[src/sv/assert_macros.svh]
// Assertion macros for the RTL of the duplicate message cache; included by its top level.
// Needs clk_i and rst_ni in the scope where a macro is used.
`ifndef ASSERT_MACROS_SVH
`define ASSERT_MACROS_SVH
`ifndef ASSERT_OFF
// Check that prop holds at every clock edge outside reset.
`define ASSERT_CLK(lbl, prop, msg) \
  lbl: assert property (@(posedge clk_i) disable iff (!rst_ni) (prop)) else $error(msg);
// Check that cond never holds at a clock edge outside reset.
`define ASSERT_NEVER(lbl, cond, msg) \
  lbl: assert property (@(posedge clk_i) disable iff (!rst_ni) !(cond)) else $error(msg);
`else
`define ASSERT_CLK(lbl, prop, msg)
`define ASSERT_NEVER(lbl, cond, msg)
`endif
`endif

[src/sv/dmc_pkg.sv]
// Types and constants of the duplicate message cache.
// No dependencies; imported by every module of the block.
`default_nettype none
package dmc_pkg;

  typedef enum logic [1:0] {
    OP_CHECK = 2'd0,
    OP_MARK  = 2'd1,
    OP_PRUNE = 2'd2,
    OP_CLEAR = 2'd3
  } op_e;

  typedef enum logic [1:0] {
    ST_IDLE = 2'd0,
    ST_EVAL = 2'd1,
    ST_SUM1 = 2'd2,
    ST_SUM2 = 2'd3
  } state_e;

  localparam logic [31:0] WINDOW_RESET = 32'd30000;
  localparam int          PADDR_W      = 3;
  localparam logic        REG_WINDOW   = 1'b0;  // word index of window_ms

  typedef struct packed {
    logic [1:0]  opcode;
    logic [7:0]  source_id;
    logic [7:0]  message_id;
    logic [31:0] now_ms;
  } in_beat_t;

  typedef struct packed {
    logic       is_duplicate;
    logic [4:0] pruned_count;
    logic [4:0] valid_count;
  } out_beat_t;

  // Command broadcast from the sequencer to every cell.
  typedef struct packed {
    logic        go;
    op_e         op;
    logic [7:0]  source_id;
    logic [7:0]  message_id;
    logic [31:0] now_ms;
    logic [31:0] window_ms;
  } cell_cmd_t;

endpackage
`default_nettype wire

[src/sv/dmc_cell.sv]
// One cache entry: ids, timestamp, valid bit and the expire flag of the last command (set only by a prune).
// Depends on dmc_pkg.
`default_nettype none
module dmc_cell (
  input  logic              clk_i,
  input  logic              rst_ni,
  input  dmc_pkg::cell_cmd_t cmd_i,
  input  logic              wsel_i,
  input  logic              stop_i,
  output logic              stop_o,
  output logic              valid_o,
  output logic              kill_o
);
  import dmc_pkg::*;

  logic [7:0]  src_q;
  logic [7:0]  msg_q;
  logic [31:0] time_q;
  logic        valid_q, valid_d;
  logic        kill_q, kill_d;
  logic [31:0] age;
  logic        expired;
  logic        hit;
  logic        wr;

  assign age     = cmd_i.now_ms - time_q;
  assign expired = age > cmd_i.window_ms;
  assign hit     = valid_q && !expired &&
                   (src_q == cmd_i.source_id) && (msg_q == cmd_i.message_id);
  // Block every later cell once an unexpired match is seen.
  assign stop_o  = stop_i | hit;
  assign wr      = cmd_i.go && (cmd_i.op == OP_MARK) && wsel_i;

  always_comb begin
    valid_d = valid_q;
    kill_d  = kill_q;
    if (cmd_i.go) begin
      kill_d = 1'b0;
      unique case (cmd_i.op)
        OP_CHECK: valid_d = valid_q && !(expired && !stop_i);
        OP_MARK:  valid_d = valid_q | wsel_i;
        OP_PRUNE: begin
          kill_d  = valid_q && expired;
          valid_d = valid_q && !expired;
        end
        OP_CLEAR: valid_d = 1'b0;
        default:  valid_d = valid_q;
      endcase
    end
  end

  always_ff @(posedge clk_i or negedge rst_ni) begin
    if (!rst_ni) begin
      valid_q <= 1'b0;
      kill_q  <= 1'b0;
    end else begin
      valid_q <= valid_d;
      kill_q  <= kill_d;
    end
  end

  always_ff @(posedge clk_i) begin
    if (wr) begin
      src_q  <= cmd_i.source_id;
      msg_q  <= cmd_i.message_id;
      time_q <= cmd_i.now_ms;
    end
  end

  assign valid_o = valid_q;
  assign kill_o  = kill_q;

endmodule
`default_nettype wire

[src/sv/dmc_count.sv]
// Population count over the flags of the cell row: registered group sums, then a total.
// Depends on dmc_pkg.
`default_nettype none
module dmc_count #(
  parameter int N  = 16,
  parameter int SW = 5
) (
  input  logic          clk_i,
  input  logic          rst_ni,
  input  logic [N-1:0]  bits_i,
  output logic [SW-1:0] sum_o
);
  import dmc_pkg::*;

  localparam int G = (N + 7) / 8;

  logic [G*8-1:0] pad;
  logic [3:0]     grp_d [G];
  logic [3:0]     grp_q [G];
  logic           rst_seen_q;

  assign pad = (G*8)'(bits_i);

  always_comb begin
    for (int g = 0; g < G; g++) begin
      grp_d[g] = '0;
      for (int j = 0; j < 8; j++) begin
        grp_d[g] = grp_d[g] + 4'(pad[g*8+j]);
      end
    end
  end

  always_ff @(posedge clk_i) begin
    for (int g = 0; g < G; g++) begin
      grp_q[g] <= grp_d[g];
    end
  end

  // Force a zero total until the group sums have been loaded once.
  always_ff @(posedge clk_i or negedge rst_ni) begin
    if (!rst_ni) begin
      rst_seen_q <= 1'b0;
    end else begin
      rst_seen_q <= 1'b1;
    end
  end

  always_comb begin
    sum_o = '0;
    for (int g = 0; g < G; g++) begin
      sum_o = sum_o + SW'(grp_q[g]);
    end
    if (!rst_seen_q) begin
      sum_o = '0;
    end
  end

endmodule
`default_nettype wire

[src/sv/duplicate_message_cache.sv]
// Top level of the duplicate message cache: sequencer, cell row, counters, APB register.
// Depends on dmc_pkg, dmc_cell, dmc_count and assert_macros.svh.
//
//   channel   signals                                   direction
//   in        in_valid_i, in_stall_o, in_data_i         item beat into the cache
//   out       out_valid_o, out_stall_i, out_data_o      result beat out of the cache
//   cfg       psel, penable, pwrite, paddr, pwdata,     APB register port (window_ms)
//             prdata, pready
//
// Every item passes through the accept state ST_IDLE, then ST_EVAL, in which all cells
// evaluate together and the stop chain ripples through the row, then ST_SUM1 and
// ST_SUM2 for the registered population count of valid and expired flags.
// Reset clears every valid bit, the write pointer and window_ms (to 30000)
// at once; no clearing pass is needed. A new item is taken while a result
// still waits in the output register; it then holds in ST_SUM2
// until the output register frees up.
`default_nettype none
`include "assert_macros.svh"
module duplicate_message_cache #(
  parameter int ENTRIES = 16
) (
  input  logic                     clk_i,
  input  logic                     rst_ni,
  input  logic                     in_valid_i,
  output logic                     in_stall_o,
  input  dmc_pkg::in_beat_t        in_data_i,
  output logic                     out_valid_o,
  input  logic                     out_stall_i,
  output dmc_pkg::out_beat_t       out_data_o,
  input  logic                     psel,
  input  logic                     penable,
  input  logic                     pwrite,
  input  logic [dmc_pkg::PADDR_W-1:0] paddr,
  input  logic [31:0]              pwdata,
  output logic [31:0]              prdata,
  output logic                     pready
);
  import dmc_pkg::*;

  localparam int PW = $clog2(ENTRIES);
  localparam int CW = $clog2(ENTRIES + 1);
  localparam int SW = (CW > 5) ? CW : 5;

  state_e      state_q, state_d;
  in_beat_t    cmd_q;
  logic [31:0] window_q;
  logic [PW-1:0] wp_q, wp_d;
  logic        dup_q;
  logic        out_valid_q;
  out_beat_t   out_q;

  logic        in_acc;
  logic        eval;
  logic        out_free;
  logic        out_load;
  cell_cmd_t   cell_cmd;

  logic [ENTRIES:0]   stop;
  logic [ENTRIES-1:0] valid_v;
  logic [ENTRIES-1:0] kill_v;
  logic [SW-1:0]      vcnt;
  logic [SW-1:0]      kcnt;

  // ---------------------------------------------------------------- APB
  assign pready = 1'b1;
  assign prdata = (paddr[PADDR_W-1] == REG_WINDOW) ? window_q : '0;

  always_ff @(posedge clk_i or negedge rst_ni) begin
    if (!rst_ni) begin
      window_q <= WINDOW_RESET;
    end else if (psel && penable && pwrite && pready && paddr[PADDR_W-1] == REG_WINDOW) begin
      window_q <= pwdata;
    end
  end

  // ---------------------------------------------------------- sequencer
  assign in_acc   = in_valid_i && !in_stall_o;
  assign out_free = !out_valid_q || !out_stall_i;

  always_comb begin
    state_d = state_q;
    unique case (state_q)
      ST_IDLE: if (in_valid_i) state_d = ST_EVAL;
      ST_EVAL: state_d = ST_SUM1;
      ST_SUM1: state_d = ST_SUM2;
      ST_SUM2: if (out_free) state_d = ST_IDLE;
      default: state_d = ST_IDLE;
    endcase
  end

  always_comb begin
    in_stall_o = 1'b1;
    eval       = 1'b0;
    out_load   = 1'b0;
    unique case (state_q)
      ST_IDLE: in_stall_o = 1'b0;
      ST_EVAL: eval       = 1'b1;
      ST_SUM1: ;
      ST_SUM2: out_load   = out_free;
      default: in_stall_o = 1'b1;
    endcase
  end

  always_ff @(posedge clk_i or negedge rst_ni) begin
    if (!rst_ni) begin
      state_q <= ST_IDLE;
    end else begin
      state_q <= state_d;
    end
  end

  // Hold the accepted beat for the evaluate cycle.
  always_ff @(posedge clk_i) begin
    if (in_acc) begin
      cmd_q <= in_data_i;
    end
  end

  // ---------------------------------------------------- write pointer
  always_comb begin
    wp_d = wp_q;
    if (eval) begin
      if (op_e'(cmd_q.opcode) == OP_MARK) begin
        wp_d = (wp_q == PW'(ENTRIES - 1)) ? '0 : wp_q + 1'b1;
      end else if (op_e'(cmd_q.opcode) == OP_CLEAR) begin
        wp_d = '0;
      end
    end
  end

  always_ff @(posedge clk_i or negedge rst_ni) begin
    if (!rst_ni) begin
      wp_q <= '0;
    end else begin
      wp_q <= wp_d;
    end
  end

  // ---------------------------------------------------------- cell row
  assign cell_cmd.go         = eval;
  assign cell_cmd.op         = op_e'(cmd_q.opcode);
  assign cell_cmd.source_id  = cmd_q.source_id;
  assign cell_cmd.message_id = cmd_q.message_id;
  assign cell_cmd.now_ms     = cmd_q.now_ms;
  assign cell_cmd.window_ms  = window_q;

  // Stop enters clear at cell 0 and leaves the last cell as the duplicate flag.
  assign stop[0] = 1'b0;

  for (genvar i = 0; i < ENTRIES; i++) begin : g_cell
    dmc_cell u_cell (
      .clk_i   (clk_i),
      .rst_ni  (rst_ni),
      .cmd_i   (cell_cmd),
      .wsel_i  (wp_q == PW'(i)),
      .stop_i  (stop[i]),
      .stop_o  (stop[i+1]),
      .valid_o (valid_v[i]),
      .kill_o  (kill_v[i])
    );
  end

  // Capture the duplicate flag; only a check can raise it.
  always_ff @(posedge clk_i) begin
    if (eval) begin
      dup_q <= (op_e'(cmd_q.opcode) == OP_CHECK) && stop[ENTRIES];
    end
  end

  // ------------------------------------------------------------ counts
  dmc_count #(.N(ENTRIES), .SW(SW)) u_vcount (
    .clk_i  (clk_i),
    .rst_ni (rst_ni),
    .bits_i (valid_v),
    .sum_o  (vcnt)
  );

  dmc_count #(.N(ENTRIES), .SW(SW)) u_kcount (
    .clk_i  (clk_i),
    .rst_ni (rst_ni),
    .bits_i (kill_v),
    .sum_o  (kcnt)
  );

  // ------------------------------------------------------ output stage
  always_ff @(posedge clk_i or negedge rst_ni) begin
    if (!rst_ni) begin
      out_valid_q <= 1'b0;
    end else if (out_load) begin
      out_valid_q <= 1'b1;
    end else if (!out_stall_i) begin
      out_valid_q <= 1'b0;
    end
  end

  always_ff @(posedge clk_i) begin
    if (out_load) begin
      out_q.is_duplicate <= dup_q;
      out_q.pruned_count <= kcnt[4:0];
      out_q.valid_count  <= vcnt[4:0];
    end
  end

  assign out_valid_o = out_valid_q;
  assign out_data_o  = out_q;

  // -------------------------------------------------------- assertions
  `ASSERT_CLK(a_result_after_three, in_acc |-> ##3 (state_q == ST_SUM2), "item did not reach the count stage in time")
  `ASSERT_NEVER(a_count_range, (state_q == ST_SUM2) && (vcnt > SW'(ENTRIES)), "valid count exceeds the entry count")
  `ASSERT_CLK(a_clear_wp, (eval && op_e'(cmd_q.opcode) == OP_CLEAR) |=> (wp_q == '0), "write pointer not reset by clear")
  `ASSERT_NEVER(a_kill_only_prune, (state_q == ST_SUM1) && (op_e'(cmd_q.opcode) != OP_PRUNE) && (kill_v != '0), "expire flags set outside a prune")

endmodule
`default_nettype wire
[config.mk]
export PLATFORM = sky130hd
export DESIGN_NAME = duplicate_message_cache
export DESIGN_NICKNAME = d
export VERILOG_FILES = /design/src/sv/dmc_pkg.sv /design/src/sv/dmc_cell.sv /design/src/sv/dmc_count.sv /design/src/sv/duplicate_message_cache.sv
export VERILOG_INCLUDE_DIRS = /design/src /design/src/sv
export SDC_FILE = /design/constraint.sdc
export NUM_CORES = 2
export LEC_CHECK = 0
export ABC_AREA = 1
export BUFFER_PORTS_ARGS = -buffer_cell sky130_fd_sc_hd__buf_2
export CORE_MARGIN = 2
export CORE_UTILIZATION = 65
export CTS_CLUSTER_SIZE = 10
export DETAILED_ROUTE_END_ITERATION = 10
export GPL_TIMING_DRIVEN = 0
export MAX_ROUTING_LAYER = met4
export PLACE_DENSITY = 0.85
export SYNTH_ARGS = -nofsm -noshare
export SYNTH_HDL_FRONTEND = slang
export SYNTH_SLANG_ARGS = --single-unit
export TNS_END_PERCENT = 30
[constraint.sdc]
create_clock -name clk_i -period 6.1 [get_ports clk_i]
set_input_delay 0.915 -clock clk_i [delete_from_list [all_inputs] [get_ports clk_i]]
set_output_delay 0.915 -clock clk_i [all_outputs]
set_load 0.01 [all_outputs]
---- Word-level counts from Yosys, hierarchy flattened ----
Memory sizes are Yosys's and may differ from the RTL's.
Index checks and enable logic that the tools add are counted.
word-level totals
  flip-flop bits (word level) ............. 902
  bits in latches ......................... 0
  RAM bits ................................ 16
  ROM bits ................................ 0
  input bits .............................. 92
  output and inout port bits .............. 46
  logic and storage cells ................. 462
  memories kept ........................... 2
memories
  memory          depth  width  rd ports  clocked after memory_dff  write ports  line             RTL
  u_kcount.grp_q  2      4      2         0                         2            dmc_count.sv:19  logic [3:0] grp_q [G];
  u_vcount.grp_q  2      4      2         0                         2            dmc_count.sv:19
cells by class
  add/subtract/negate cells ............... 47
  multiply operators ...................... 0
  div/mod/pow operators ................... 0
  order comparisons ....................... 16
  equality and inequality tests ........... 56
  shift operators ......................... 0
  multiplexer cells ....................... 44
  bitwise operators ....................... 32
  reduce and logical (&&, ||, !) cells .... 172
operators by type and width
  operator               number
  $gt A32 B32 Y1         16
  $sub A32 B32 Y32       16
  $eq A8 B8 Y1           32
  $logic_and A1 B1 Y1    116
  $add A4 B1 Y4          24
  $pmux W1 S4            15
  $logic_not A1 Y1       48
  $eq A4 B4 Y1 const B   8
  $mux W32               1
  $or A1 B1 Y1           31
  $mux W1                21
  $eq A4 B3 Y1 const B   4
  $mux W4                3
  $add A4 B4 Y5          2
  $add A1 B1 Y2          4
  $eq A2 B2 Y1 const B   4
  $eq A4 B2 Y1 const B   2
  $pmux W2 S4            1
  $add A4 B1 Y4 const B  1
  $eq A2 B1 Y1 const B   2
  $eq A4 B1 Y1 const B   1
  $logic_not A2 Y1       2
  $logic_not A4 Y1       1
  $mux W2                2
  other kinds (8)        10

---- Longest topological paths before layout ----
  depth after elaboration ................. 25
  gate-level depth with buffers ........... 38
  gate-level depth less buffers ........... 38

---- Hierarchy ----
From an unflattened synthesis, not the netlist that was laid out.
second synthesis, totals
  cell total of the unflattened synthesis .. 9736
  area, all modules ....................... 78263.8 µm²
modules (own cells, without submodules)
  module                            times used  cells each  area each (µm²)  seq. area each (µm²)
  dmc_cell (g_cell[11].u_cell ...)  7           569         4519.3           1491.4
  dmc_cell (g_cell[0].u_cell ...)   5           576         4515.6           1491.4
  dmc_cell (g_cell[7].u_cell ...)   3           594         4636.9           1491.4
  dmc_cell (g_cell[12].u_cell)      1           581         4609.4           1491.4
  duplicate_message_cache           1           356         4134.0           2846.5
  dmc_count                         2           77          698.2            185.2

---- Least setup slack after synthesis ----
No wires, ideal clock.
  path kind ............................... flip-flop to flip-flop
  from .................................... reg cmd_q (netlist bit cell_cmd[33])
  to ...................................... reg dup_q, data pin
  setup time .............................. 253 ps
  data arrival time ....................... 5218 ps
  data required time ...................... 5847 ps
  path slack .............................. 629 ps
  stages on the path, launching flop included .. 35
  buffers on the path ..................... 0
  clock period less this slack ............ 5471 ps
  cell sequence ........................... edfxtp_1 > ha_1 > nand3_1 > nand2_1 > a31oi_1 > o21ai_2 > a21oi_2 > o21ai_2 > nand3_1 > nand2_1 > nand2_1 > nand2_1 > nand2_1 > nand2_1 > nand3_1 > o2111ai_1 > xor2_1 > ha_1 > nand2_1 > nor2_2 > nand2_2 > nor4_4 > nand2_1 > nand2_1 > nand2_1 > nand2_2 > nand4_4 > nor2_4 > nand4_2 > nor2_2 > nand4_2 > nor2_4 > nand3_1 > o21ai_1 > inv_1
on the way
  longest elaborated chain between the ends .. 22
  elaborated cells between the ends (all ways) .. 112
  classes of those cells .................. add/sub: 16; order compare: 16; bitwise: 15; reduce/logical: 65
RTL lines
  element                           line                            RTL
  start, declared                   duplicate_message_cache.sv:45   in_beat_t cmd_q;
  start signal, assigned            duplicate_message_cache.sv:115  cmd_q <= in_data_i;
  $sub A32 B32 Y32                  dmc_cell.sv:26                  assign age = cmd_i.now_ms - time_q;
  $gt A32 B32 Y1                    dmc_cell.sv:27                  assign expired = age > cmd_i.window_ms;
  $logic_not A1 Y1                  dmc_cell.sv:28                  assign hit = valid_q && !expired &&
  $logic_and A1 B1 Y1 (2 in a row)  dmc_cell.sv:28
  $logic_and A1 B1 Y1               dmc_cell.sv:29                  (src_q == cmd_i.source_id) && (msg_q == cmd_i.message_id);
  $or A1 B1 Y1 (14 in a row)        dmc_cell.sv:31                  assign stop_o = stop_i | hit;
  $or A1 B1 Y1 (*)                  dmc_cell.sv:31
  $logic_and A1 B1 Y1 (*)           duplicate_message_cache.sv:166  dup_q <= (op_e'(cmd_q.opcode) == OP_CHECK) && stop[ENTRIES];
  end signal, assigned              duplicate_message_cache.sv:166
  end, declared                     duplicate_message_cache.sv:48   logic dup_q;
Mark *: on every way between the ends. The rest lies on a longest branch, timed or not.
A chain may end at the register's enable or synchronous reset.

---- Worst setup path after layout ----
  from .................................... reg cmd_q (netlist bit cell_cmd[36])
  to ...................................... reg dup_q, data pin
The elaborated chain is that of the path after synthesis.

==> impl_metrics.toml <==
[run_status]
status = "finished, violations left"
violations = "capacitance limit, slew limit"

[sta]
skew_ns = 0.05230
slew_violations = 1
finalCritPeriodShare = 0.9755
setup_viol = 0
fmax_ghz = 0.1681
setup_slack_ns = 0.1494
fin_crit_ns = 5.951
hold_slack_ns = 0.08022
slew_headroom = -0.02316
finalHoldViolations = 0
worstMarginPinSlew_ns = 1.496
fin_tns_setup_ns = 0

[placement]
place_congestion = 0.9694
dp_cells = 8875
portBuffers = 133
place_ws_ns = -1.854
dp.final_hpwl_um = 154400

[power_and_ir_drop]
leakagePower_uw = 0.03514
comb_power_share = 0.457
p_seq_frac = 0.304
switching_share = 0.4095
powerDensity_nw_per_um2 = 333.7
power.internal_uw = 15370
clkPwrFrac = 0.239
ir_worst_vdd_uv = 334.3
total_power_uw = 26020
switchingPower_uw = 10660

[finish]
mostFrequentLayoutCells = "ha_1, nand2_1, inv_1"
final_layout_size_suffix_gt1_frac = 0.1119
multiInputGateArea_um2 = 37880
area_delta_synth_final_pct = 13.80
layout.nets = 8842
final_common_cell = "ha_1"
fillCellCount = 7196
regArea_um2 = 27050
finalNonFillerCells = 9142

[floorplanning]
io_pins = 138
die_area_um2 = 108000
rows = 119
die_h_um = 328.7
start_util = 0.6527
core-area_um2 = 105000
die_w_um = 328.7

[worst_setup_path]
cp.required_ns = 6.58
startpoint_type = "register"
worst-setup-path-type = "register to register"
arrival_ns = 6.43
end_kind = "register"
crit_fanout = 8

[grt]
grt-ovfl-total = 0
grt_antenna_before_repair = 2
grt_max_degree = 56
grt_usage = 0.4036
grt_pass1_wl_um = 319800
grt_pass1_vias = 56840

[routing]
num_vias = 57330
dr.pass1.iters = 8
wl_per_cell_um = 23.54
drc = 0
drtIter0Drc = 5523
ant_nets = 0
via_per_inst = 6.271
wl_um = 215200

[synth]
yosys_warnings = 0
netlist-cell-type-count = 72
synth_edf_count = 830
synth_cells = 7242
async_reset_ff_frac = 0.07843
post_synth.cell_area_avg_um2 = 9.461
syn_area_um2 = 68520
ys_seq_area_frac = 0.3949
ys.flop_type = "edfxtp_1"
ys_ff_latch = 918

[cts]
clockBufferDepth = 3
cts_root_buf = "clkbuf_16"
clkLatencyLatePin_ns = 0.74
path_clk_slew_ns = 0.05
postCtsHoldBufs = 0
htreeDepth = 3
cts_tree = "yes"
cts_made_buffers = 109
clock-sinks = 918

[min_path]
hold_class = "primary input to async pin"

[run]
max-cap-violations = 3
metal layers:
layer / GRT usage / vias up / wire (um)
met2: 0.6463 / 2989 / 99100
met1: 0.4465 / 26910 / 75890
met5: - / - / 0
li1: - / 26370 / -
met4: 0.3090 / 0 / 20210
met3: 0.07652 / 1063 / 20020
power groups by stage:
stage	combinational, uW	sequential [uW]	clock, uW
after global placement	9680	8520	0
final	11900	7910	6210
after CTS	11400	7910	6200
after global routing	13100	7930	6430
after floorplan	7390	7960	0
after detailed placement	11100	8080	0
logic make-up after synthesis:
family | after synthesis | share of synthesized area
compound gates | 1662 | 0.1494
xor+xnor | 594 | 0.07593
fa+ha+maj | 1071 | 0.1993
buf+inv | 1101 | 0.06231
flops | 918 | 0.3949
other cells | 1 | 0.00005473
simple gates | 1895 | 0.1181
flip-flops by register name (all words and copies together) (netlist names):
name                   count
u_kcount.rst_seen_q        1
out_data_o                11
u_vcount.grp_q             8
g_cell.u_cell.kill_o      16
window_q                  32
wp_q                       4
out_valid_o                1
g_cell.u_cell.valid_o     16
u_kcount.grp_q             8
g_cell.u_cell.time_q     512
state_q                    2
g_cell.u_cell.msg_q      128
cell_cmd                  50
dup_q                      1
g_cell.u_cell.src_q      128
area by class of cell:
cell class | count | area share
sequential | 918 | 0.3470
clock inverter | 25 | 0.004300
multi-input combinational | 5224 | 0.4858
tap | 1391 | 0.02232
timing repair buffer | 325 | 0.04801
clock buffer | 156 | 0.03777
antenna | 2 | 0.00006418
buffer | 61 | 0.004685
inverter | 1040 | 0.05011
metrics by stage:
| stage | utilization | instance area [um^2] |
|---|---|---|
| 2_1_floorplan | - | 68520 |
| 3_5_place_dp | 0.6991 | 73380 |
| 5_1_grt | 0.7428 | 77970 |
| 6_report | 0.7428 | 77970 |
| 4_1_cts | 0.7357 | 77220 |
| 3_3_place_gp | 0.6757 | 70930 |
path summary, 6_finish.rpt:
check                             startpoint        endpoint  slack (ns)  cells after the start
worst min-delay path                  rst_ni      state_q[1]        0.08                      1
worst max register to register  cell_cmd[36]           dup_q        0.15                     27
min in group clk_i              in_data_i[2]    cell_cmd[34]        0.34                      1
worst min register to register         dup_q  out_data_o[10]        0.41                      0
max in group asynchronous             rst_ni    window_q[14]        5.25                      2
worst max-delay path            cell_cmd[36]           dup_q        0.15                     27
synth_stat cells, types with 12 or more instances:
master / number / share of area
xor2_1: 367 / 0.047
o21ai_1: 49 / 0.0036
nor2_1: 349 / 0.019
inv_2: 14 / 0.00077
fa_1: 34 / 0.0099
a21boi_2: 56 / 0.0092
o211ai_1: 30 / 0.0033
o22ai_1: 37 / 0.0034
buf_4: 13 / 0.0014
nand4_1: 88 / 0.0080
a21oi_1: 798 / 0.058
o21ai_2: 65 / 0.0083
nor3_1: 69 / 0.0050
a221oi_1: 51 / 0.0065
dfxtp_1: 16 / 0.0047
ha_1: 1037 / 0.19
a21o_1: 25 / 0.0027
nor4_1: 56 / 0.0051
nand2_2: 12 / 0.0011
or2_2: 21 / 0.0019
o21ai_0: 275 / 0.020
buf_2: 16 / 0.0012
a31oi_1: 47 / 0.0043
a21oi_2: 26 / 0.0033
nand3_1: 224 / 0.016
inv_1: 1026 / 0.056
a31oi_2: 16 / 0.0029
edfxtp_1: 830 / 0.36
nand2_1: 1042 / 0.057
a211oi_1: 37 / 0.0041
dfrtp_1: 65 / 0.024
o221ai_1: 19 / 0.0024
a21boi_0: 15 / 0.0016
xnor2_1: 227 / 0.029
o21a_1: 33 / 0.0036
clkbuf_1: 21 / 0.0012
critical path, cell delays in order (launching register included):
cell and delay, ns:
edfxtp_1 0.50, buf_4 0.24, ha_1 0.38, a21oi_1 0.17, inv_1 0.08, a31oi_2 0.24
o21ai_2 0.11, a21boi_2 0.50, o21ai_2 0.14, a21boi_2 0.30, inv_2 0.06, a21oi_1 0.33
o2111ai_1 0.20, xor2_1 0.18, ha_1 0.31, nand2_1 0.07, nor2_1 0.20, nand4_1 0.23
nor2_1 0.25, a211oi_2 0.11, nand2_1 0.19, nand2_1 0.15, nand2_1 0.13, nand4_4 0.13
nor2_4 0.12, nand3_1 0.09, o21ai_2 0.22, inv_1 0.06
what timing repair did:
action                                  4_1_cts  5_1_grt
buffers inserted                             41       43
endpoints found under the setup margin       30       11
resized for setup                            50       72
pin swaps                                    34       61
Power figures use the tool's default switching activity.
